--- config.mk ---
export PLATFORM = sky130hd
export DESIGN_NAME = block_matrix_address_map_core
export DESIGN_NICKNAME = d
export VERILOG_FILES = /design/src/rtl/core/bmam_pkg.sv /design/src/rtl/core/block_matrix_address_map_core.sv
export SDC_FILE = /design/constraint.sdc
export NUM_CORES = 2
export LEC_CHECK = 0
export BUFFER_PORTS_ARGS = -buffer_cell sky130_fd_sc_hd__buf_2
export CORE_MARGIN = 2
export CORE_UTILIZATION = 40
export CTS_CLUSTER_DIAMETER = 30
export DETAILED_ROUTE_END_ITERATION = 6
export GPL_TIMING_DRIVEN = 0
export PLACE_DENSITY = 0.52
export SLEW_MARGIN = 10
export SYNTH_ARGS = -nofsm -noshare
export SYNTH_HDL_FRONTEND = slang
export SYNTH_SLANG_ARGS = --single-unit
export TNS_END_PERCENT = 20
--- constraint.sdc ---
create_clock -name clk -period 10.4 [get_ports clk]
set_input_delay 1.56 -clock clk [delete_from_list [all_inputs] [get_ports clk]]
set_output_delay 1.56 -clock clk [all_outputs]
set_load 0.02 [all_outputs]
--- src/rtl/core/bmam_pkg.sv ---
package bmam_pkg;

	localparam int IDX_W  = 10;  // row / column index
	localparam int REG_W  = 11;  // order and block edge registers
	localparam int ADDR_W = 20;  // element offset
	localparam int MUL_W  = IDX_W + REG_W;
	localparam int IN_TDATA_W  = 24;
	localparam int OUT_TDATA_W = 24;
	localparam int APB_AW = 3;
	localparam int APB_DW = 32;

	localparam logic [REG_W-1:0] ORDER_RST = REG_W'(1024);
	localparam logic [REG_W-1:0] EDGE_RST  = REG_W'(64);

	typedef enum logic {
		REG_ORDER = 1'b0,
		REG_EDGE  = 1'b1
	} reg_idx_t;

	// remainder pipeline payload
	typedef struct packed {
		logic [IDX_W-1:0] row;
		logic [IDX_W-1:0] col;
		logic [REG_W-1:0] row_rem;
		logic [REG_W-1:0] col_rem;
		logic             err;
	} div_t;

	// block geometry
	typedef struct packed {
		logic [IDX_W-1:0] base_r;
		logic [IDX_W-1:0] base_c;
		logic [IDX_W-1:0] prow;
		logic [IDX_W-1:0] pcol;
		logic [REG_W-1:0] height;
		logic [REG_W-1:0] width;
		logic             err;
	} geo_t;

	typedef struct packed {
		logic [ADDR_W-1:0] p_row;
		logic [ADDR_W-1:0] p_col;
		logic [ADDR_W-1:0] p_in;
		logic [IDX_W-1:0]  pcol;
		logic              err;
	} mul_t;

	typedef struct packed {
		logic [ADDR_W-1:0] addr;
		logic              err;
	} res_t;

	// one restoring division step: shift in the next dividend bit
	function automatic logic [REG_W-1:0] rem_step(
		input logic [REG_W-1:0] rem,
		input logic             bit_in,
		input logic [REG_W-1:0] div
	);
		logic [REG_W:0] t;
		logic [REG_W:0] d;
		t = {rem, bit_in};
		d = {1'b0, div};
		if (t >= d) begin
			rem_step = REG_W'(t - d);
		end else begin
			rem_step = t[REG_W-1:0];
		end
	endfunction

endpackage

--- src/rtl/core/block_matrix_address_map_core.sv ---
// 14 register stages from the accepting edge to result valid: one input stage,
// one stage per index bit for the two remainder dividers, then geometry,
// multiply and sum stages.
// Throughput: one request per cycle; an empty stage takes new data even while the
// result is stalled, so requests keep entering until every stage is full.
// Reset (arst_n low, asynchronous): pipeline empty, matrix_order = 1024, block_edge = 64.
module block_matrix_address_map_core #(
	parameter int MAX_ORDER = 1024
) (
	input  logic                                 clk,
	input  logic                                 arst_n,
	// APB configuration
	input  logic                                 psel,
	input  logic                                 penable,
	input  logic                                 pwrite,
	input  logic [bmam_pkg::APB_AW-1:0]          paddr,
	input  logic [bmam_pkg::APB_DW-1:0]          pwdata,
	output logic [bmam_pkg::APB_DW-1:0]          prdata,
	output logic                                 pready,
	// request stream
	input  logic                                 s_axis_tvalid,
	output logic                                 s_axis_tready,
	input  logic [bmam_pkg::IN_TDATA_W-1:0]      s_axis_tdata,  // row_index[9:0], col_index[19:10]
	// result stream
	output logic                                 m_axis_tvalid,
	input  logic                                 m_axis_tready,
	output logic [bmam_pkg::OUT_TDATA_W-1:0]     m_axis_tdata,  // word_address[19:0]
	output logic                                 m_axis_tuser   // index_error[0]
);
	import bmam_pkg::*;

	localparam int ST_GEO = IDX_W + 1;
	localparam int ST_MUL = IDX_W + 2;
	localparam int ST_OUT = IDX_W + 3;
	localparam int STAGES = IDX_W + 4;

	logic [REG_W-1:0]  matrix_order_q;
	logic [REG_W-1:0]  block_edge_q;

	logic [STAGES-1:0] vld_s;
	logic [STAGES-1:0] adv;

	div_t dv_s [IDX_W+1];
	geo_t geo_s12;
	mul_t mul_s13;
	res_t res_s14;

	// ---------------- configuration ----------------
	assign pready = 1'b1;

	always_ff @(posedge clk or negedge arst_n) begin
		if (!arst_n) begin
			matrix_order_q <= ORDER_RST;
			block_edge_q   <= EDGE_RST;
		end else if (psel && penable && pwrite && pready) begin
			unique case (reg_idx_t'(paddr[2]))
				REG_ORDER: matrix_order_q <= pwdata[REG_W-1:0];
				REG_EDGE:  block_edge_q   <= pwdata[REG_W-1:0];
				default:   ;
			endcase
		end
	end

	always_comb begin
		unique case (reg_idx_t'(paddr[2]))
			REG_ORDER: prdata = APB_DW'(matrix_order_q);
			REG_EDGE:  prdata = APB_DW'(block_edge_q);
			default:   prdata = '0;
		endcase
	end

	// ---------------- flow control ----------------
	// a stage takes new data when it is empty or its contents move on
	always_comb begin
		adv[STAGES-1] = !vld_s[STAGES-1] || m_axis_tready;
		for (int k = STAGES - 2; k >= 0; k--) begin
			adv[k] = !vld_s[k] || adv[k+1];
		end
	end

	assign s_axis_tready = adv[0];

	always_ff @(posedge clk or negedge arst_n) begin
		if (!arst_n) begin
			vld_s <= '0;
		end else begin
			if (adv[0]) begin
				vld_s[0] <= s_axis_tvalid;
			end
			for (int k = 1; k < STAGES; k++) begin
				if (adv[k]) begin
					vld_s[k] <= vld_s[k-1];
				end
			end
		end
	end

	// ---------------- input stage ----------------
	logic [IDX_W-1:0] in_row;
	logic [IDX_W-1:0] in_col;
	logic             in_err;

	assign in_row = s_axis_tdata[IDX_W-1:0];
	assign in_col = s_axis_tdata[2*IDX_W-1:IDX_W];

	always_comb begin
		in_err = (matrix_order_q == '0)
			|| (32'(matrix_order_q) > 32'(MAX_ORDER))
			|| (block_edge_q == '0)
			|| (block_edge_q > matrix_order_q)
			|| ({1'b0, in_row} >= matrix_order_q)
			|| ({1'b0, in_col} >= matrix_order_q);
	end

	always_ff @(posedge clk) begin
		if (adv[0]) begin
			dv_s[0].row     <= in_row;
			dv_s[0].col     <= in_col;
			dv_s[0].row_rem <= '0;
			dv_s[0].col_rem <= '0;
			dv_s[0].err     <= in_err;
		end
	end

	// ---------------- remainder stages ----------------
	// stage d brings in index bit IDX_W-d, MSB first
	for (genvar d = 1; d <= IDX_W; d++) begin : g_div
		always_ff @(posedge clk) begin
			if (adv[d]) begin
				dv_s[d].row     <= dv_s[d-1].row;
				dv_s[d].col     <= dv_s[d-1].col;
				dv_s[d].err     <= dv_s[d-1].err;
				dv_s[d].row_rem <= rem_step(dv_s[d-1].row_rem,
					dv_s[d-1].row[IDX_W-d], block_edge_q);
				dv_s[d].col_rem <= rem_step(dv_s[d-1].col_rem,
					dv_s[d-1].col[IDX_W-d], block_edge_q);
			end
		end
	end

	// ---------------- block geometry ----------------
	// base = start of the element's block; short edge blocks are those that
	// would run past the matrix order
	div_t             dv_last;
	logic [IDX_W-1:0] g_base_r;
	logic [IDX_W-1:0] g_base_c;
	logic [REG_W:0]   g_end_r;
	logic [REG_W:0]   g_end_c;

	assign dv_last  = dv_s[IDX_W];
	assign g_base_r = dv_last.row - dv_last.row_rem[IDX_W-1:0];
	assign g_base_c = dv_last.col - dv_last.col_rem[IDX_W-1:0];
	assign g_end_r  = (REG_W+1)'(g_base_r) + (REG_W+1)'(block_edge_q);
	assign g_end_c  = (REG_W+1)'(g_base_c) + (REG_W+1)'(block_edge_q);

	always_ff @(posedge clk) begin
		if (adv[ST_GEO]) begin
			geo_s12.base_r <= g_base_r;
			geo_s12.base_c <= g_base_c;
			geo_s12.prow   <= dv_last.row_rem[IDX_W-1:0];
			geo_s12.pcol   <= dv_last.col_rem[IDX_W-1:0];
			geo_s12.height <= (g_end_r > (REG_W+1)'(matrix_order_q))
				? matrix_order_q - REG_W'(g_base_r) : block_edge_q;
			geo_s12.width  <= (g_end_c > (REG_W+1)'(matrix_order_q))
				? matrix_order_q - REG_W'(g_base_c) : block_edge_q;
			geo_s12.err    <= dv_last.err;
		end
	end

	// ---------------- products ----------------
	logic [MUL_W-1:0] m_row;
	logic [MUL_W-1:0] m_col;
	logic [MUL_W-1:0] m_in;

	assign m_row = MUL_W'(geo_s12.base_r) * MUL_W'(matrix_order_q);
	assign m_col = MUL_W'(geo_s12.base_c) * MUL_W'(geo_s12.height);
	assign m_in  = MUL_W'(geo_s12.prow) * MUL_W'(geo_s12.width);

	always_ff @(posedge clk) begin
		if (adv[ST_MUL]) begin
			mul_s13.p_row <= m_row[ADDR_W-1:0];
			mul_s13.p_col <= m_col[ADDR_W-1:0];
			mul_s13.p_in  <= m_in[ADDR_W-1:0];
			mul_s13.pcol  <= geo_s12.pcol;
			mul_s13.err   <= geo_s12.err;
		end
	end

	// ---------------- sum / output register ----------------
	logic [ADDR_W-1:0] sum;

	assign sum = mul_s13.p_row + mul_s13.p_col + mul_s13.p_in + ADDR_W'(mul_s13.pcol);

	always_ff @(posedge clk) begin
		if (adv[ST_OUT]) begin
			res_s14.addr <= mul_s13.err ? '0 : sum;
			res_s14.err  <= mul_s13.err;
		end
	end

	assign m_axis_tvalid = vld_s[ST_OUT];
	assign m_axis_tdata  = OUT_TDATA_W'(res_s14.addr);
	assign m_axis_tuser  = res_s14.err;

	// ---------------- assertions ----------------
	a_row_range_err: assert property (@(posedge clk) disable iff (!arst_n)
		s_axis_tvalid && s_axis_tready && ({1'b0, in_row} >= matrix_order_q)
		|=> vld_s[0] && dv_s[0].err)
		else $error("out-of-range row not flagged at input stage");

	a_rem_bound: assert property (@(posedge clk) disable iff (!arst_n)
		vld_s[IDX_W] && !dv_last.err
		|-> (dv_last.row_rem < block_edge_q) && (dv_last.col_rem < block_edge_q))
		else $error("remainder not below block edge");

	a_err_zero_addr: assert property (@(posedge clk) disable iff (!arst_n)
		m_axis_tvalid && m_axis_tuser |-> m_axis_tdata == '0)
		else $error("error result carries nonzero address");

endmodule

# After elaboration in Yosys (flattened, before gate mapping)
# Memory sizes are Yosys's and may differ from the RTL's.
# Index checks and enable logic that the tools add are counted.
[classes]
n_addsub = 29
mul = 3
magnitude_cmp = 26
muxes = 65
bitwise_logic = 1
reduce_logical = 39
[op_table]
columns = ["operator", "n"]
rows = [
  ["11-bit 2-to-1 mux", 42],
  ["12-bit by 11-bit greater-or-equal comparator with 1-bit output", 20],
  ["11-bit subtractor", 20],
  ["32-bit one-hot mux with 2 select lines", 1],
  ["10-bit by 11-bit multiplier with 20-bit output", 3],
  ["20-bit adder", 2],
  ["10-bit by 11-bit adder with 12-bit output", 2],
  ["12-bit by 11-bit > comparator with 1-bit output", 2],
  ["10-bit by 11-bit greater-or-equal comparator with 1-bit output", 2],
  ["11-bit logical NOT", 2],
  ["1-bit 2-to-1 mux", 22],
  ["11-bit by 10-bit subtractor with 11-bit output", 2],
  ["20-bit by 10-bit adder with 20-bit output", 1],
  ["10-bit subtractor", 2],
  ["1-bit logical OR", 19],
  ["1-bit logical NOT", 14],
  ["11-bit > comparator", 1],
  ["11-bit > comparator (second input constant)", 1],
  ["2-bit AND reduction", 2],
  ["1-bit logical AND", 2],
  ["1-bit NOT", 1],
]
[totals]
regBits = 191
ram_bits = 473
inputBits = 66
output_inout_bits = 60
word_cells = 194
mem_count = 1
[memory_table]
columns = ["memory", "words", "word_bits", "read_ports", "rd_ports_with_merged_regs", "wr", "line", "text"]
rows = [
  ["dv_s", 11, 43, 11, 0, 11, "block_matrix_address_map_core.sv:43", "div_t dv_s [IDX_W+1];"],
]

# Depth between registers and ports, before layout
[logic_depth]
depth_word = 17
ltp_mapped = 25
mapped_depth_nobuf = 24

# Least setup slack after synthesis
# No wires, ideal clock.
[synth_path]
kind = "input -> output"
from = "input m_axis_tready"
to = "output s_axis_tready"
arrival_ns = 6.297
required_time_ns = 8.840
slack_ns = 2.543
path_stages = 10
path_buffers = 0
cell_sequence = "nand2b_1 > nor2_1 > inv_1 > nor2_1 > and2_1 > inv_1 > nor2_1 > and2_1 > and3_1 > nand2_1"
[synth_via]
elab_chain_cells = 14
[synth_lines]
columns = ["element", "line", "text"]
rows = [
  ["from (decl)", "block_matrix_address_map_core.sv:26", "input logic m_axis_tready,"],
  ["1-bit logical OR", "block_matrix_address_map_core.sv:75", "adv[STAGES-1] = !vld_s[STAGES-1] || m_axis_tready;"],
  ["1-bit logical OR", "block_matrix_address_map_core.sv:77", "adv[k] = !vld_s[k] || adv[k+1];"],
  ["named net adv[12]", "block_matrix_address_map_core.sv:41", "logic [STAGES-1:0] adv;"],
  ["1-bit logical OR (4 in a row)", "block_matrix_address_map_core.sv:77", ""],
  ["named net adv[8]", "block_matrix_address_map_core.sv:41", ""],
  ["1-bit logical OR (8 in a row)", "block_matrix_address_map_core.sv:77", ""],
  ["to (decl)", "block_matrix_address_map_core.sv:22", "output logic s_axis_tready,"],
]
# The timed path passes the listed nets, and every way through them passes these cells.

# Worst setup path in the final report
[layout_path]
from = "input m_axis_tready"
to = "output s_axis_tready"
[layout_via]
elab_chain_cells = 14
[layout_lines]
columns = ["element", "line"]
rows = [
  ["1-bit logical OR", "block_matrix_address_map_core.sv:75"],
  ["named net adv[13]", "block_matrix_address_map_core.sv:41"],
  ["1-bit logical OR", "block_matrix_address_map_core.sv:77"],
  ["named net adv[12]", "block_matrix_address_map_core.sv:41"],
  ["1-bit logical OR (4 in a row)", "block_matrix_address_map_core.sv:77"],
  ["named net adv[8]", "block_matrix_address_map_core.sv:41"],
  ["1-bit logical OR (8 in a row)", "block_matrix_address_map_core.sv:77"],
]
# The timed path passes the listed nets, and every way through them passes these cells.

==> metrics.md <==
| Metric | Value |
|---|---|
| Final GP Congestion | `0.8307` |
| Wire length per cell | `18.95 um` |
| Die extent in x | `345.2 um` |
| Pre-CTS WS | `3408 ps` |
| Mux cell area share after synthesis | `4.271%` |
| Core area | `115900 um2` |
| Crit Path Category | `in -> out` |
| Average size of a mapped cell | `11.32 um2` |
| Slew margin rel. | `33.68%` |
| Post-route setup slack | `3414 ps` |
| Initial antenna violation count | `0` |
| Area of the multi-input gates | `25680 um2` |
| Crit end category | `primary output` |
| I/O Buffers | `72` |
| R2r startpoint | `matrix_order_q[0]` |
| Seq/Total Area, Yosys | `40.88%` |
| Ys flop type | `edfxtp_1` |
| CTS max path bufs | `3` |
| Layout cells sized above 1 | `12.19%` |
| Yosys warns | `0` |
| Area growth syn-to-layout | `17.19%` |
| Drt drc | `2` |
| Grt total ovfl | `0` |
| Status | `finished with violations` |
| Router iterations before antenna repair | `7` |
| IO Pins | `126` |
| Register area | `19050 um2` |
| Starting Density | `40.19%` |
| Compound-gate portion of the synthesized area | `9.869%` |
| Hold Vio Cnt, Final | `0` |
| Worst-Skew Late Latency | `760 ps` |
| Max-slew violations | `0` |
| CTS root buffer | `clkbuf_16` |
| Post-synthesis async set-or-reset flop share | `5.625%` |
| Largest net degree at the start of global routing | `64` |
| Total wire length | `114100 um` |
| Final min period | `6986 ps` |
| FILL cells | `10668` |
| Setup bufs post-CTS | `0` |
| Antenna cell count | `0` |
| Worst-path fanout max | `23` |
| GRT Total Usage | `19.22%` |
| Site row count | `125` |
| CTS tree | `done` |
| Violated checks | `DRC` |
| Clk slew on worst S/H paths | `50 ps` |
| Synth unique cells | `75` |
| Vias per cell | `5.133` |
| Global-route wire length before repair | `178100 um` |
| Period Utilization, post-route | `67.17%` |
| Hold Path Class | `reg -> reg` |
| Syn Inst Count | `4114` |
| CP Data Arrival Time | `5430 ps` |
| Worst path required time | `8840 ps` |
| Via count of the first global-routing pass | `31381` |
| CTS buffer count | `145` |
| Largest family of logic cells by synthesized area | `adder cells` |
| DRT iter0 DRCs | `1551` |
| Worst-Margin Slew | `987.7 ps` |
| Post-Synth Simple-Gate Area | `11.16%` |
| # setup viols final | `0` |
| Hold Crit Start | `dv_s[8][38]` |
| Unrepaired setup endpoints after global routing | `false` |
| CP Launch Point | `m_axis_tready` |
| Final ANT Viol Nets | `0` |
| Die Footprint | `119200 um2` |
| Clock skew | `63.90 ps` |
| Number of synthesized flops with an enable pin | `604` |
| Post-CTS sizing | `0` |
| Routed via count | `30904` |
| Final net count | `5213` |
| H-tree Lvls | `4` |
| CTS Sinks | `640` |
| Synthesized cell area | `46580 um2` |
| Number of synthesized register bits | `640` |
| F_max | `143.1 MHz` |
| Die Ht | `345.2 um` |
| Final HPWL DP | `86160 um` |
| MaxCap Viol Count | `0` |
| Synth Area in Adders | `24.77%` |
| Fraction of synthesized cell area in xor and xnor cells | `4.776%` |
| Post-CTS Hold Buffers | `0` |
| Startpoint types | `input pin` |
[cell usage after synthesis (41+ instances only)]
cell	n	area, um2
fa_1	260	5205
and2_1	191	1195
mux2_2	134	1509
edfxtp_1	604	18140
ha_1	506	6331
o21ai_0	146	730.7
xnor2_1	183	1603
inv_1	397	1490
xor2_1	71	621.9
nor2b_1	53	331.6
nand3_1	42	210.2
nand2b_1	47	294.0
nor2_1	197	739.5
mux2i_1	48	480.5
clkbuf_1	74	277.8
a21oi_1	239	1196
a21o_1	106	795.8
nand2_1	327	1227
nor3_1	66	330.3
a211oi_1	41	307.8
nand4_1	47	294.0
[critical path, cell delays in order]
cell and delay, ps:
buf_2 90, nand2b_2 510, nor2_1 560, inv_4 200
nor2_1 260, and2_1 310, inv_2 180, nor2_1 240
and2_1 250, and3_1 240, nand2_1 600, buf_2 400
[cell families after synthesis]
kind of cell | count (synthesis)
AND/OR/NAND/NOR | 1055
adder cells (fa/ha/maj) | 766
AO/OA/AOI/OAI | 714
flip-flops | 640
buffers and inverters | 501
XOR/XNOR | 254
multiplexers | 182
other | 2
[cells in the final DEF (no fill, tap or decap), drive strengths merged, types with 183 or more instances in the layout]
cell type  instances
ha               506
a21oi            239
edfxtp           604
and2             191
xnor2            183
clkbuf           238
nor2             197
fa               260
nand2            327
inv              404
[final timing paths]
kind | cells after the start | slack, ps | to
max | 12 | 3410 | s_axis_tready
min | 0 | 400 | dv_s[9][38]
max reg2reg | 17 | 4360 | mul_s13[68]
min reg2reg | 0 | 400 | dv_s[9][38]
max in group asynchronous | 1 | 8910 | block_edge_q[1]
min in group asynchronous | 1 | 900 | block_edge_q[3]
[registers in the layout, indices dropped and copies added (netlist names)]
register        cells
block_edge_q       11
vld_s              14
m_axis_tdata       20
geo_s12            63
m_axis_tuser        1
mul_s13            71
dv_s              449
matrix_order_q     11
[metrics by stage]
stage	utilization [%]	cell area, um2	hold slack, ps	instances	TNS [ps]
CTS	47.10	54580	402.4	6021	0
finish	47.10	54580	403.5	6021	0
global placement	42.22	48930	400.5	5734	-17.20
detailed placement	42.67	49460	404.5	5758	0
global route	47.10	54580	412.9	6021	0
floorplan	-	46670	400.3	4138	0
[cell type report]
type / count / share of cell area (%)
inverters: 399 / 2.751
flip-flops and latches: 640 / 34.89
repair buffers: 96 / 1.540
plain buffers: 102 / 0.8894
clock buffers: 164 / 6.797
clock inverters: 99 / 2.595
multi-input cells: 2997 / 47.04
well taps: 1524 / 3.493
[per-layer routing]
metal  GRT usage (%)  wire length, um
met1           24.84            51090
met2           32.89            55700
met3           3.048             4361
met4           6.310             2971
met5               0                0
Power is left out: the tool's default activity adds up to more than one toggle a clock period on the data nets, which glitch-free logic cannot reach.
